**config.mk**
```make
export PLATFORM = sky130hd
export DESIGN_NAME = euler_trail_fleury_unit
export DESIGN_NICKNAME = d
export VERILOG_FILES = /design/src/hw/rtl/etf_pkg.sv /design/src/hw/rtl/etf_ram.sv /design/src/hw/rtl/etf_datapath.sv /design/src/hw/rtl/etf_ctrl.sv /design/src/hw/rtl/euler_trail_fleury_unit.sv
export SDC_FILE = /design/constraint.sdc
export NUM_CORES = 1
export LEC_CHECK = 0
export BUFFER_PORTS_ARGS = -buffer_cell sky130_fd_sc_hd__buf_2
export CAP_MARGIN = 25
export CORE_UTILIZATION = 60
export DETAILED_ROUTE_END_ITERATION = 12
export PLACE_DENSITY = 0.76
export SYNTH_ARGS = -nofsm -noshare
export SYNTH_HDL_FRONTEND = slang
export SYNTH_SLANG_ARGS = --single-unit
```
**constraint.sdc**
```tcl
create_clock -name clk_i -period 7.25 [get_ports clk_i]
set_clock_uncertainty 0.15 [all_clocks]
set_input_delay 0 -clock clk_i [delete_from_list [all_inputs] [get_ports clk_i]]
set_output_delay 0 -clock clk_i [all_outputs]
set_load 0.02 [all_outputs]
```
**src/hw/rtl/etf_pkg.sv**
```systemverilog
// etf_pkg: shared types, codes and defaults of the euler trail unit
// used by etf_ctrl, etf_datapath and euler_trail_fleury_unit; no dependencies
package etf_pkg;

  localparam int NUM_VERTICES_DEF = 8;
  localparam int MAX_EDGES_DEF    = 64;
  localparam int VTX_W            = 3;
  localparam int CNT_W            = 4;
  localparam logic [CNT_W-1:0] PAIR_MAX = 4'd15;

  localparam logic ACT_ADD = 1'b0;
  localparam logic ACT_RUN = 1'b1;

  typedef enum logic [1:0] {
    ST_EDGE      = 2'd0,
    ST_NOT_EULER = 2'd1,
    ST_OVERFLOW  = 2'd2,
    ST_EMPTY     = 2'd3
  } status_e;

  // controller -> datapath
  typedef struct packed {
    logic latch_add;
    logic add_commit;
    logic check;
    logic pick;
    logic test_cnt;
    logic reach_step;
    logic take;
    logic finish;
  } cmd_t;

  // datapath -> controller
  typedef struct packed {
    logic add_ok;
    logic check_err;
    logic pick_none;
    logic cnt_take;
    logic reach_hit;
    logic reach_stable;
  } sts_t;

endpackage

```
**src/hw/rtl/etf_ram.sv**
```systemverilog
// etf_ram: generic single-port ram with registered read
// no dependencies
module etf_ram #(
  parameter int WIDTH = 4,
  parameter int DEPTH = 64
) (
  input  logic                     clk_i,
  input  logic [$clog2(DEPTH)-1:0] addr_i,
  input  logic                     we_i,
  input  logic [WIDTH-1:0]         wdata_i,
  output logic [WIDTH-1:0]         rdata_o
);

  logic [WIDTH-1:0] mem_q [DEPTH];

  always_ff @(posedge clk_i) begin
    if (we_i) begin
      mem_q[addr_i] <= wdata_i;
    end
    rdata_o <= mem_q[addr_i];
  end

endmodule

```
**src/hw/rtl/etf_datapath.sv**
```systemverilog
// etf_datapath: pair count ram, adjacency bits, parity, reach closure, result register
// depends on etf_pkg and etf_ram
module etf_datapath #(
  parameter int NUM_VERTICES = 8,
  parameter int MAX_EDGES    = 64
) (
  input  logic                       clk_i,
  input  logic                       rst_ni,
  input  etf_pkg::cmd_t              cmd_i,
  output etf_pkg::sts_t              sts_o,
  input  logic [etf_pkg::VTX_W-1:0]  vertex_a_i,
  input  logic [etf_pkg::VTX_W-1:0]  vertex_b_i,
  output logic                       result_valid_o,
  output logic [1:0]                 status_o,
  output logic [etf_pkg::VTX_W-1:0]  from_vertex_o,
  output logic [etf_pkg::VTX_W-1:0]  to_vertex_o,
  output logic                       last_o
);
  import etf_pkg::*;

  localparam int NV = NUM_VERTICES;
  localparam int VW = $clog2(NUM_VERTICES);
  localparam int AW = 2 * VW;
  localparam int TW = $clog2(MAX_EDGES + 1);

  function automatic logic [AW-1:0] pair_addr(logic [VW-1:0] x, logic [VW-1:0] y);
    if (x < y) return {x, y};
    return {y, x};
  endfunction

  function automatic logic [VW-1:0] lowest(logic [NV-1:0] m);
    logic [VW-1:0] r;
    r = '0;
    for (int i = NV - 1; i >= 0; i--) begin
      if (m[i]) r = VW'(i);
    end
    return r;
  endfunction

  function automatic logic [VW-1:0] highest(logic [NV-1:0] m);
    logic [VW-1:0] r;
    r = '0;
    for (int i = 0; i < NV; i++) begin
      if (m[i]) r = VW'(i);
    end
    return r;
  endfunction

  function automatic logic [VW:0] ones(logic [NV-1:0] m);
    logic [VW:0] r;
    r = '0;
    for (int i = 0; i < NV; i++) begin
      r = r + (VW+1)'(m[i]);
    end
    return r;
  endfunction

  function automatic logic [VTX_W-1:0] to_port(logic [VW-1:0] x);
    return VTX_W'(5'(x));
  endfunction

  logic [NV-1:0]    nz_q [NV];
  logic [NV-1:0]    par_q;
  logic [TW-1:0]    total_q;
  logic             ovf_q;
  logic [VW-1:0]    a_q, b_q, cur_q, v_q;
  logic [AW-1:0]    addr_q;
  logic [CNT_W-1:0] cnt_q;
  logic [NV-1:0]    rem_q, vis_q;
  logic [VW-1:0]    pend_from_q, pend_to_q;
  logic             pend_v_q;
  logic             res_valid_q, res_last_q;
  logic [1:0]       res_status_q;
  logic [VW-1:0]    res_from_q, res_to_q;

  // input endpoints
  logic [4:0]    a_wide, b_wide;
  logic [VW-1:0] a_idx, b_idx;
  assign a_wide = {2'b00, vertex_a_i};
  assign b_wide = {2'b00, vertex_b_i};
  assign a_idx  = VW'(a_wide);
  assign b_idx  = VW'(b_wide);

  // ram
  logic [AW-1:0]    ram_addr;
  logic             ram_we;
  logic [CNT_W-1:0] ram_wdata, ram_rdata;
  logic [VW-1:0]    pick_v;
  logic [CNT_W-1:0] eff_cnt;
  logic             add_full;

  assign pick_v   = lowest(rem_q);
  assign eff_cnt  = nz_q[a_q][b_q] ? ram_rdata : '0;
  assign add_full = (total_q >= TW'(MAX_EDGES)) || (eff_cnt >= PAIR_MAX);

  always_comb begin
    ram_addr  = addr_q;
    ram_we    = 1'b0;
    ram_wdata = cnt_q - CNT_W'(1);
    if (cmd_i.latch_add) begin
      ram_addr = pair_addr(a_idx, b_idx);
    end else if (cmd_i.pick) begin
      ram_addr = pair_addr(cur_q, pick_v);
    end
    if (cmd_i.add_commit && !add_full) begin
      ram_we    = 1'b1;
      ram_wdata = eff_cnt + CNT_W'(1);
    end else if (cmd_i.take) begin
      ram_we = 1'b1;
    end
  end

  etf_ram #(.WIDTH(CNT_W), .DEPTH(2 ** AW)) u_ram (
    .clk_i  (clk_i),
    .addr_i (ram_addr),
    .we_i   (ram_we),
    .wdata_i(ram_wdata),
    .rdata_o(ram_rdata)
  );

  // run checks
  logic [VW:0]   odd_cnt;
  logic [1:0]    err_code;
  logic          err;
  assign odd_cnt = ones(par_q);
  always_comb begin
    err      = 1'b1;
    err_code = ST_OVERFLOW;
    if (ovf_q) begin
      err_code = ST_OVERFLOW;
    end else if (total_q == '0) begin
      err_code = ST_EMPTY;
    end else if (odd_cnt != '0 && odd_cnt != (VW+1)'(2)) begin
      err_code = ST_NOT_EULER;
    end else begin
      err = 1'b0;
    end
  end

  // reach closure over adjacency with the tested edge removed
  logic [NV-1:0] vis_d;
  always_comb begin
    logic [NV-1:0] row;
    vis_d = vis_q;
    for (int w = 0; w < NV; w++) begin
      row = nz_q[w];
      if (VW'(w) == cur_q) row[v_q] = 1'b0;
      if (VW'(w) == v_q) row[cur_q] = 1'b0;
      if (vis_q[w]) vis_d = vis_d | row;
    end
  end

  assign sts_o.add_ok       = (a_wide < 5'(NV)) && (b_wide < 5'(NV)) && (a_wide != b_wide);
  assign sts_o.check_err    = err;
  assign sts_o.pick_none    = (rem_q == '0);
  assign sts_o.cnt_take     = (ram_rdata >= CNT_W'(2)) ||
                              (ones(nz_q[cur_q]) == (VW+1)'(1));
  assign sts_o.reach_hit    = vis_d[v_q];
  assign sts_o.reach_stable = (vis_d == vis_q);

  logic [NV-1:0] next_row;
  always_comb begin
    next_row = nz_q[v_q];
    if (cnt_q == CNT_W'(1)) next_row[cur_q] = 1'b0;
  end

  // store state
  always_ff @(posedge clk_i or negedge rst_ni) begin
    if (!rst_ni) begin
      for (int i = 0; i < NV; i++) nz_q[i] <= '0;
      par_q    <= '0;
      total_q  <= '0;
      ovf_q    <= 1'b0;
      pend_v_q <= 1'b0;
    end else begin
      if (cmd_i.add_commit) begin
        if (add_full) begin
          ovf_q <= 1'b1;
        end else begin
          nz_q[a_q][b_q] <= 1'b1;
          nz_q[b_q][a_q] <= 1'b1;
          par_q[a_q]     <= ~par_q[a_q];
          par_q[b_q]     <= ~par_q[b_q];
          total_q        <= total_q + TW'(1);
        end
      end
      if (cmd_i.take) begin
        if (cnt_q == CNT_W'(1)) begin
          nz_q[cur_q][v_q] <= 1'b0;
          nz_q[v_q][cur_q] <= 1'b0;
        end
        par_q[cur_q] <= ~par_q[cur_q];
        par_q[v_q]   <= ~par_q[v_q];
        pend_v_q     <= 1'b1;
      end
      if ((cmd_i.check && err) || cmd_i.finish) begin
        for (int i = 0; i < NV; i++) nz_q[i] <= '0;
        par_q    <= '0;
        total_q  <= '0;
        ovf_q    <= 1'b0;
        pend_v_q <= 1'b0;
      end
    end
  end

  // walk registers
  always_ff @(posedge clk_i) begin
    if (cmd_i.latch_add) begin
      a_q    <= a_idx;
      b_q    <= b_idx;
      addr_q <= pair_addr(a_idx, b_idx);
    end
    if (cmd_i.check) begin
      cur_q <= highest(par_q);
      rem_q <= nz_q[highest(par_q)];
    end
    if (cmd_i.pick) begin
      v_q    <= pick_v;
      addr_q <= pair_addr(cur_q, pick_v);
    end
    if (cmd_i.test_cnt) begin
      cnt_q <= ram_rdata;
      vis_q <= NV'(1) << cur_q;
    end
    if (cmd_i.reach_step) begin
      vis_q <= vis_d;
      if (vis_d == vis_q && !vis_d[v_q]) rem_q[v_q] <= 1'b0;
    end
    if (cmd_i.take) begin
      pend_from_q <= cur_q;
      pend_to_q   <= v_q;
      cur_q       <= v_q;
      rem_q       <= next_row;
    end
  end

  // result register, one beat per strobe
  always_ff @(posedge clk_i or negedge rst_ni) begin
    if (!rst_ni) begin
      res_valid_q <= 1'b0;
    end else begin
      res_valid_q <= (cmd_i.check && err) || cmd_i.finish || (cmd_i.take && pend_v_q);
    end
  end

  always_ff @(posedge clk_i) begin
    if (cmd_i.check && err) begin
      res_status_q <= err_code;
      res_from_q   <= '0;
      res_to_q     <= '0;
      res_last_q   <= 1'b1;
    end else if (cmd_i.finish) begin
      res_status_q <= pend_v_q ? ST_EDGE : ST_EMPTY;
      res_from_q   <= pend_v_q ? pend_from_q : '0;
      res_to_q     <= pend_v_q ? pend_to_q : '0;
      res_last_q   <= 1'b1;
    end else if (cmd_i.take) begin
      res_status_q <= ST_EDGE;
      res_from_q   <= pend_from_q;
      res_to_q     <= pend_to_q;
      res_last_q   <= 1'b0;
    end
  end

  assign result_valid_o = res_valid_q;
  assign status_o       = res_status_q;
  assign from_vertex_o  = to_port(res_from_q);
  assign to_vertex_o    = to_port(res_to_q);
  assign last_o         = res_last_q;

endmodule

```
**src/hw/rtl/etf_ctrl.sv**
```systemverilog
// etf_ctrl: sequencing state machine of the euler trail unit
// depends on etf_pkg
module etf_ctrl (
  input  logic          clk_i,
  input  logic          rst_ni,
  input  logic          start_i,
  input  logic          action_i,
  input  etf_pkg::sts_t sts_i,
  output etf_pkg::cmd_t cmd_o,
  output logic          busy_o
);
  import etf_pkg::*;

  typedef enum logic [7:0] {
    S_IDLE  = 8'b0000_0001,
    S_ADD   = 8'b0000_0010,
    S_CHECK = 8'b0000_0100,
    S_PICK  = 8'b0000_1000,
    S_CNT   = 8'b0001_0000,
    S_REACH = 8'b0010_0000,
    S_TAKE  = 8'b0100_0000,
    S_DONE  = 8'b1000_0000
  } state_e;

  state_e state_q, state_d;

  always_comb begin
    state_d = state_q;
    cmd_o   = '0;
    case (state_q)
      S_IDLE: begin
        if (start_i) begin
          if (action_i == ACT_RUN) begin
            state_d = S_CHECK;
          end else if (sts_i.add_ok) begin
            cmd_o.latch_add = 1'b1;
            state_d         = S_ADD;
          end
        end
      end
      S_ADD: begin
        cmd_o.add_commit = 1'b1;
        state_d          = S_IDLE;
      end
      S_CHECK: begin
        cmd_o.check = 1'b1;
        state_d     = sts_i.check_err ? S_IDLE : S_PICK;
      end
      S_PICK: begin
        if (sts_i.pick_none) begin
          state_d = S_DONE;
        end else begin
          cmd_o.pick = 1'b1;
          state_d    = S_CNT;
        end
      end
      S_CNT: begin
        cmd_o.test_cnt = 1'b1;
        state_d        = sts_i.cnt_take ? S_TAKE : S_REACH;
      end
      S_REACH: begin
        cmd_o.reach_step = 1'b1;
        if (sts_i.reach_hit) begin
          state_d = S_TAKE;
        end else if (sts_i.reach_stable) begin
          state_d = S_PICK;
        end
      end
      S_TAKE: begin
        cmd_o.take = 1'b1;
        state_d    = S_PICK;
      end
      S_DONE: begin
        cmd_o.finish = 1'b1;
        state_d      = S_IDLE;
      end
      default: begin
        state_d = S_IDLE;
      end
    endcase
  end

  always_ff @(posedge clk_i or negedge rst_ni) begin
    if (!rst_ni) begin
      state_q <= S_IDLE;
    end else begin
      state_q <= state_d;
    end
  end

  assign busy_o = (state_q != S_IDLE);

endmodule

```
**src/hw/rtl/euler_trail_fleury_unit.sv**
```systemverilog
// euler_trail_fleury_unit: top level of the fleury euler trail unit
// depends on etf_pkg, etf_ctrl, etf_datapath (and through it etf_ram)
//
// usage: drive start_i with action_i = 0 to load an undirected edge
// vertex_a_i - vertex_b_i (self-loops and out-of-range endpoints are
// ignored), and action_i = 1 to run the trail search. a beat is taken at
// a rising edge with start_i high and busy_o low. a valid edge load keeps
// busy_o high for one cycle (count read, then write back), so the next
// load waits for the write back; an ignored load leaves busy_o low. a
// run answers either one error beat (status overflow, empty or not
// eulerian, with last_o set) or one beat per trail edge, the final one
// with last_o set. each result beat sits on the result ports for exactly
// one cycle under result_valid_o; the receiver cannot stall, so it must
// take every beat. a run first spends a busy state on its checks, and an
// error beat is registered from that state. after that each neighbor
// tried passes the pick and count read states, a taken edge also the
// take state, and a neighbor whose last parallel edge is under test also
// the reachability closure state; the walk ends with an empty pick and
// finish. the ram port for pair counts and the one-step closure pace
// this walk. every run clears the edge store at its end.
module euler_trail_fleury_unit #(
  parameter int NUM_VERTICES = etf_pkg::NUM_VERTICES_DEF,
  parameter int MAX_EDGES    = etf_pkg::MAX_EDGES_DEF
) (
  input  logic                      clk_i,
  input  logic                      rst_ni,
  input  logic                      start_i,
  output logic                      busy_o,
  input  logic                      action_i,
  input  logic [etf_pkg::VTX_W-1:0] vertex_a_i,
  input  logic [etf_pkg::VTX_W-1:0] vertex_b_i,
  output logic                      result_valid_o,
  output logic [1:0]                status_o,
  output logic [etf_pkg::VTX_W-1:0] from_vertex_o,
  output logic [etf_pkg::VTX_W-1:0] to_vertex_o,
  output logic                      last_o
);
  import etf_pkg::*;

  // command and status between the sequencer and the datapath
  cmd_t cmd;
  sts_t sts;

  // sequencer: load, check, pick neighbor, test count, closure, take, finish
  etf_ctrl u_ctrl (
    .clk_i   (clk_i),
    .rst_ni  (rst_ni),
    .start_i (start_i),
    .action_i(action_i),
    .sts_i   (sts),
    .cmd_o   (cmd),
    .busy_o  (busy_o)
  );

  // datapath: pair counts, adjacency bits, degree parity and result beat
  etf_datapath #(
    .NUM_VERTICES(NUM_VERTICES),
    .MAX_EDGES   (MAX_EDGES)
  ) u_dp (
    .clk_i         (clk_i),
    .rst_ni        (rst_ni),
    .cmd_i         (cmd),
    .sts_o         (sts),
    .vertex_a_i    (vertex_a_i),
    .vertex_b_i    (vertex_b_i),
    .result_valid_o(result_valid_o),
    .status_o      (status_o),
    .from_vertex_o (from_vertex_o),
    .to_vertex_o   (to_vertex_o),
    .last_o        (last_o)
  );

endmodule
```
* After elaboration in Yosys (flattened, before gate mapping)
Memory sizes are Yosys's and may differ from the RTL's. A register that Yosys moved wholly into a read port is not among the register bits. Index checks and enable logic that the tools add are counted.
Word-level totals: word-level logic and storage cells 350, memory bits (writable) 256, input bits 10, register bits after elaboration 143, memories kept 1
Cells by class: add/subtract/negate cells 17, bitwise logic cells 43, shift-type cells 1, order comparisons 24, multiplexer cells 166, equality and inequality tests 32, reductions and logical operators 38
Memories:
- u_dp.u_ram.mem_q | words 64, width 4, rd ports 1, clocked after Yosys merged registers in 1, wr ports 1, RTL line etf_ram.sv:14 | logic [WIDTH-1:0] mem_q [DEPTH];
Operators by type and width (count):
- $mux 8 | 53
- $mux 64 | 5
- $and 8x8->8 | 18
- $and 64x64->64 | 2
- $not 64->64 | 2
- $or 64x64->64 | 2
- $bmux 8 s3 | 4
- $demux 8 s3 | 4
- $or 8x8->8 | 8
- $mux 3 | 20
- $mux 6 | 9
- $add 4x1->4 | 12
- $pmux 8 s6 | 1
- $mux 1 | 40
- $bwmux 8 | 4
- $mux 7 | 4
- $eq 3x3->1 const A | 8
- $ge 4x4->1 const B | 6
- $lt 3x4->1 const B | 6
- $not 3->4 | 5
- $bmux 1 s3 | 6
- $mux 2 | 9
- $lt 4x1->1 const B | 4
- $not 8->8 | 2
- other kinds (41) | 87

* Depth between registers and ports, before layout
depth after elaboration 32, depth in mapped cells 19, gate-level depth less buffers 16

* By module
Synthesis repeated with hierarchy kept, for this count alone.
Second synthesis, totals: cell total of the unflattened synthesis 1919, area, all modules 21886.0 um^2
By module, submodules not included:
- etf_ram | seq. area each 7767.4 um^2, area each 10667.7 um^2, instances 1, cells each 657
- etf_datapath | seq. area each 3493.4 um^2, area each 10657.7 um^2, instances 1, cells each 1207
- etf_ctrl | seq. area each 201.4 um^2, area each 560.5 um^2, instances 1, cells each 55

* Least setup slack after synthesis
Ideal clock, no wire load.
kind register to register, from register u_dp.a_q[1], to memory u_dp.u_ram.mem_q[0][0] (data pin), required time 6536 ps, clock period less this slack 5961 ps, cell stages (with the launch flop) 14, arrival 5248 ps, setup time 564 ps, setup slack 1289 ps, cells stage by stage edfxtp_1 > buf_2 > buf_2 > mux4_2 > nand2_1 > nand2_1 > a211oi_1 > nand2_1 > and2_1 > ha_1 > and2_1 > a311oi_2 > clkbuf_1 > mux2i_1
Between the ends: word-level cells in the longest chain between the ends 12, elaborated cells between the ends (all ways) 13, classes of those cells 1 x add/sub; 1 x order compare; 7 x mux; 1 x bitwise; 3 x reduce/logical
Ends and longest elaborated chain:
- start: declaration | RTL line etf_datapath.sv:66 | logic [VW-1:0] a_q, b_q, cur_q, v_q;
- start signal: assignment | RTL line etf_datapath.sv:209 | a_q <= a_idx;
- $not 3->4 (implied by the code) * | RTL line etf_datapath.sv:93 | assign eff_cnt = nz_q[a_q][b_q] ? ram_rdata : '0;
- $bmux 8 s3 * | RTL line etf_datapath.sv:93
- $mux 8 (implied by the code) * (2 in a row) | RTL line etf_datapath.sv:93
- $bmux 1 s3 * | RTL line etf_datapath.sv:93
- $mux 1 (implied by the code) * | RTL line etf_datapath.sv:93
- $mux 4 * | RTL line etf_datapath.sv:93
- $ge 4x4->1 | RTL line etf_datapath.sv:94 | assign add_full = (total_q >= TW'(MAX_EDGES)) || (eff_cnt >= PAIR_MAX);
- $logic_or 1x1->1 | RTL line etf_datapath.sv:94
- $logic_not 1->1 | RTL line etf_datapath.sv:105 | if (cmd_i.add_commit && !add_full) begin
- $logic_and 1x1->1 | RTL line etf_datapath.sv:105
- $mux 4 * | RTL line etf_datapath.sv:105
- named net u_dp.ram_wdata[0] | RTL line etf_datapath.sv:87 | logic [CNT_W-1:0] ram_wdata, ram_rdata;
- end: declaration | RTL line etf_ram.sv:14
The timed path passes the listed nets; every way through them passes the cells marked *. The select of a mux whose other input is x is not followed.

==> run_summary.xml <==
<?xml version="1.0" encoding="UTF-8"?>
<metrics>
  <group name="final_layout">
    <metric name="antenna_cells_inserted" unit="">0</metric>
    <metric name="drive_above_1_share" unit="%">13.1</metric>
    <metric name="final_net_count" unit="">1961</metric>
    <metric name="synthToLayoutAreaGrowth" unit="%">10.5</metric>
  </group>
  <group name="global_route">
    <metric name="grt_overflow_total" unit="">0</metric>
    <metric name="global_route.usage.met1" unit="%">51.0</metric>
    <metric name="gr-usage-all-layers" unit="%">38.8</metric>
    <metric name="grt.busiest_layer" unit="">met2</metric>
    <metric name="antenna_found_initial" unit="">0</metric>
    <metric name="grtUsageMet2" unit="%">59.9</metric>
    <metric name="first_global_vias" unit="">16200</metric>
    <metric name="grt_start_max_net_pins" unit="">69</metric>
    <metric name="met3_usage" unit="%">8.34</metric>
    <metric name="grt_first_pass_wirelength" unit="um">102000</metric>
  </group>
  <group name="synth">
    <metric name="synth_xor_xnor_area_share" unit="%">0.579</metric>
    <metric name="synth_nets" unit="">1969</metric>
    <metric name="synth_top_family_by_area" unit="">simple AND/OR/NAND/NOR gates</metric>
    <metric name="netlist-cell-type-count" unit="">86</metric>
    <metric name="yosysSeqAreaShare" unit="%">54.1</metric>
    <metric name="postSynthRegisterBits" unit="">403</metric>
    <metric name="avg_inst_size_synth" unit="um2">11.0</metric>
    <metric name="edff_count_synth" unit="">294</metric>
    <metric name="synth_cells" unit="">1931</metric>
    <metric name="post_synth_design_cell_area" unit="mm2">0.0212</metric>
    <metric name="synth_ff_type" unit="">sky130_fd_sc_hd__edfxtp_1</metric>
    <metric name="asyncSetResetFlopFracSynth" unit="%">22.3</metric>
    <metric name="synth_compound_area_share" unit="%">10.8</metric>
    <metric name="synth_simple_gate_area_share" unit="%">17.9</metric>
    <metric name="synth_fa_ha_area_share" unit="%">1.94</metric>
    <metric name="synth.yosys.warnings" unit="">0</metric>
    <metric name="mux_share_of_post_synthesis_cell_area" unit="%">11.4</metric>
  </group>
  <group name="run_status">
    <metric name="status" unit="">complete, no violations</metric>
  </group>
  <group name="route">
    <metric name="vias" unit="">16900</metric>
    <metric name="routed_wl" unit="um">68400</metric>
    <metric name="routed_wirelength_normalized_by_instance_count" unit="um">28.4</metric>
    <metric name="drc" unit="">0</metric>
    <metric name="drt-initial-drc-count" unit="">2401</metric>
    <metric name="dr.pass1.iters" unit="">6</metric>
    <metric name="route.antenna.remaining_nets" unit="">0</metric>
    <metric name="via_per_inst" unit="">7.02</metric>
  </group>
  <group name="power">
    <metric name="p_per_area" unit="mW/mm2">321</metric>
    <metric name="static-leakage-power" unit="nW">8.54</metric>
    <metric name="ir_worst_vdd" unit="mV">0.257</metric>
  </group>
  <group name="worst_hold_path">
    <metric name="whs_path_depth" unit="">2</metric>
    <metric name="hold_class" unit="">in -&gt; reg</metric>
  </group>
  <group name="worst_setup_path">
    <metric name="worstRegToRegCells" unit="">12</metric>
    <metric name="critical_path.slowest_cell" unit="">sky130_fd_sc_hd__nor2_1</metric>
    <metric name="timing.setup.critical_path_class" unit="">reg -&gt; reg</metric>
    <metric name="worst-path-max-fanout" unit="">26</metric>
    <metric name="crit_path_cells" unit="">nor4_1 -&gt; nand4_2 -&gt; inv_2 -&gt; nor2_4 -&gt; clkinv_2 -&gt; o22ai_4 -&gt; nor2_4 -&gt; buf_4 -&gt; nand2_1 -&gt; nor2_1 -&gt; o21ai_1 -&gt; nor2_1</metric>
    <metric name="cp_slowest_stage_delay" unit="ns">0.76</metric>
    <metric name="startpoint_type" unit="">flop</metric>
    <metric name="end_kind" unit="">flop</metric>
    <metric name="worst-endpoint-required" unit="ns">7.32</metric>
    <metric name="arrival" unit="ns">5.53</metric>
  </group>
  <group name="timing">
    <metric name="report.final.slew_viol_count" unit="">0</metric>
    <metric name="hold_slack" unit="ns">0.0885</metric>
    <metric name="hold_viol" unit="">0</metric>
    <metric name="finalSetupViolCount" unit="">0</metric>
    <metric name="worst_margin_pin_slew" unit="ns">1.11</metric>
    <metric name="grt_setup_unrepaired" unit="">no</metric>
    <metric name="layout_min_cycle_time" unit="ns">5.46</metric>
    <metric name="timing.setup.tns" unit="ns">0</metric>
    <metric name="period_share" unit="%">75.4</metric>
    <metric name="relSlewSlack" unit="%">25.1</metric>
    <metric name="clock.fmax" unit="GHz">0.183</metric>
  </group>
  <group name="floorplanning">
    <metric name="core.rowCount" unit="">68</metric>
    <metric name="initial_core_util" unit="%">61.1</metric>
    <metric name="design.portCount" unit="">21</metric>
    <metric name="die_height" unit="um">190</metric>
    <metric name="chipWidth" unit="um">190</metric>
    <metric name="coreArea" unit="mm2">0.0346</metric>
    <metric name="die_area" unit="mm2">0.0360</metric>
  </group>
  <group name="clock_tree">
    <metric name="ctsLongestPathBuffers" unit="">3</metric>
    <metric name="clock_tree.root_cell" unit="">sky130_fd_sc_hd__clkbuf_16</metric>
    <metric name="path_clk_slew" unit="ns">0.07</metric>
    <metric name="numCtsBuffers" unit="">43</metric>
    <metric name="h-tree-depth" unit="">2</metric>
    <metric name="cts_num_sinks" unit="">403</metric>
    <metric name="cts_tree" unit="">yes</metric>
    <metric name="cts_resized" unit="">0</metric>
    <metric name="clock_insertion_delay_worst_skew" unit="ns">0.56</metric>
  </group>
  <group name="placement">
    <metric name="hpwlAfterDp" unit="um">46000</metric>
    <metric name="finalWeightedCongestion" unit="">1.04</metric>
    <metric name="number_of_buffer_cells_added_on_primary_ports" unit="">20</metric>
  </group>
  <group name="run">
    <metric name="drv_cap" unit="">0</metric>
  </group>
</metrics>
## kinds of logic (layout without fill, tap and decap cells)
| kind of cell | Yosys count | in the layout |
|---|---|---|
| AO/OA/AOI/OAI | 338 | 338 |
| XOR/XNOR | 14 | 14 |
| adder cells (fa/ha/maj) | 28 | 28 |
| buffers and inverters | 168 | 194 |
| flip-flops | 403 | 403 |
| multiplexers | 145 | 145 |
| AND/OR/NAND/NOR | 835 | 835 |
## power breakdown
| group | internal (mW) | switching (mW) |
|---|---|---|
| registers | 2.68 | 0.419 |
| logic | 0.854 | 1.26 |
| clock network | 1.35 | 0.940 |
## critical path, delay by kind of cell (launching register included)
family / cells / cell delay [ns]
simple gates: 7 / 2.87
buf+inv: 3 / 0.86
compound gates: 2 / 0.75
flops: 1 / 0.46
## cell type report
cell class              count  area (um2)
clock buffers              47        1100
multi-input cells        1360        9120
clock inverters            32         365
repair buffers             75         623
inverters                  40         154
well taps                 455         569
fillers                  2539       11200
flip-flops and latches    403       11500
## cell usage in the layout, fill, tap and decap left out, types with 19 or more instances in the layout
cell / n
sky130_fd_sc_hd__edfxtp_1: 294
sky130_fd_sc_hd__nor2_1: 277
sky130_fd_sc_hd__nand2_1: 244
sky130_fd_sc_hd__nand3_1: 118
sky130_fd_sc_hd__dfrtp_1: 89
sky130_fd_sc_hd__mux4_2: 75
sky130_fd_sc_hd__o21ai_0: 65
sky130_fd_sc_hd__a21oi_1: 61
sky130_fd_sc_hd__mux2i_1: 57
sky130_fd_sc_hd__a31oi_1: 43
sky130_fd_sc_hd__clkbuf_16: 43
sky130_fd_sc_hd__nor3_1: 38
sky130_fd_sc_hd__buf_4: 38
sky130_fd_sc_hd__inv_1: 36
sky130_fd_sc_hd__a22oi_1: 27
sky130_fd_sc_hd__nor2b_1: 24
sky130_fd_sc_hd__and3_1: 21
sky130_fd_sc_hd__o22ai_1: 20
sky130_fd_sc_hd__ha_1: 20
sky130_fd_sc_hd__buf_2: 20
sky130_fd_sc_hd__dfxtp_1: 19
## synth_stat cells, types with 24 or more instances
library cell / number / share of area, %
sky130_fd_sc_hd__nor2b_1: 24 / 0.71
sky130_fd_sc_hd__mux4_2: 75 / 8.0
sky130_fd_sc_hd__a21oi_1: 63 / 1.5
sky130_fd_sc_hd__mux2i_1: 58 / 2.7
sky130_fd_sc_hd__o21ai_0: 66 / 1.6
sky130_fd_sc_hd__edfxtp_1: 294 / 42
sky130_fd_sc_hd__a22oi_1: 27 / 0.96
sky130_fd_sc_hd__inv_1: 36 / 0.64
sky130_fd_sc_hd__nand2_1: 244 / 4.3
sky130_fd_sc_hd__dfrtp_1: 89 / 11
sky130_fd_sc_hd__a31oi_1: 44 / 1.3
sky130_fd_sc_hd__nand3_1: 118 / 2.8
sky130_fd_sc_hd__nor2_1: 279 / 4.9
sky130_fd_sc_hd__nor3_1: 38 / 0.90
sky130_fd_sc_hd__clkbuf_1: 81 / 1.4
## sequential cells by signal (all words and copies together), names as in the netlist, 4 cells and up
name and count:
u_dp.rem_q 8, u_dp.u_ram.mem_q 256, u_dp.total_q 7, u_dp.vis_q 8
u_dp.u_ram.rdata_o 4, u_dp.nz_q 64, u_dp.par_q 8, u_dp.addr_q 6
u_dp.cnt_q 4, u_ctrl.state_q 8
## metal layers
layer	part of all wire (%)	wire, um
met5	0	0
met2	46	31200
met3	11	7820
met1	36	24700
met4	6.8	4670
## path summary, 6_finish.rpt
| path | endpoint | slack [ns] | start |
|---|---|---|---|
| max | u_dp.u_ram.mem_q[61][1]$_DFFE_PP_ | 1.79 | u_ctrl.state_q[6]$_DFFE_PN0P_ |
| min | u_dp.b_q[0]$_DFFE_PP_ | 0.09 | vertex_b_i[0] |
| max reg2reg | u_dp.u_ram.mem_q[61][1]$_DFFE_PP_ | 1.79 | u_ctrl.state_q[6]$_DFFE_PN0P_ |
| min reg2reg | u_dp.pend_from_q[1]$_DFFE_PP_ | 0.32 | u_dp.cur_q[1]$_DFFE_PP_ |
| max in group asynchronous | u_dp.nz_q[60]$_DFF_PN0_ | 5.65 | rst_ni |
| min in group asynchronous | u_ctrl.state_q[0]$_DFFE_PN1P_ | 0.34 | rst_ni |
## metrics by stage
step	instance area, um2	util, %	setup slack (ns)	instances	total power, mW
finish	23400	67.6	1.79	2412	7.51
global route	23400	67.6	1.58	2412	7.77
CTS	23300	67.4	1.86	2409	7.44
detailed placement	21700	62.8	1.90	2318	5.16
global placement	21700	62.7	1.97	2316	5.12
floorplan	21200	-	1.29	1931	4.42
## timing repair
item,CTS,global route
setup buffers,0,0
hold endpoints to repair,105,0
hold buffers,12,0
setup endpoints to repair,0,0
Power figures use the tool's default switching activity.
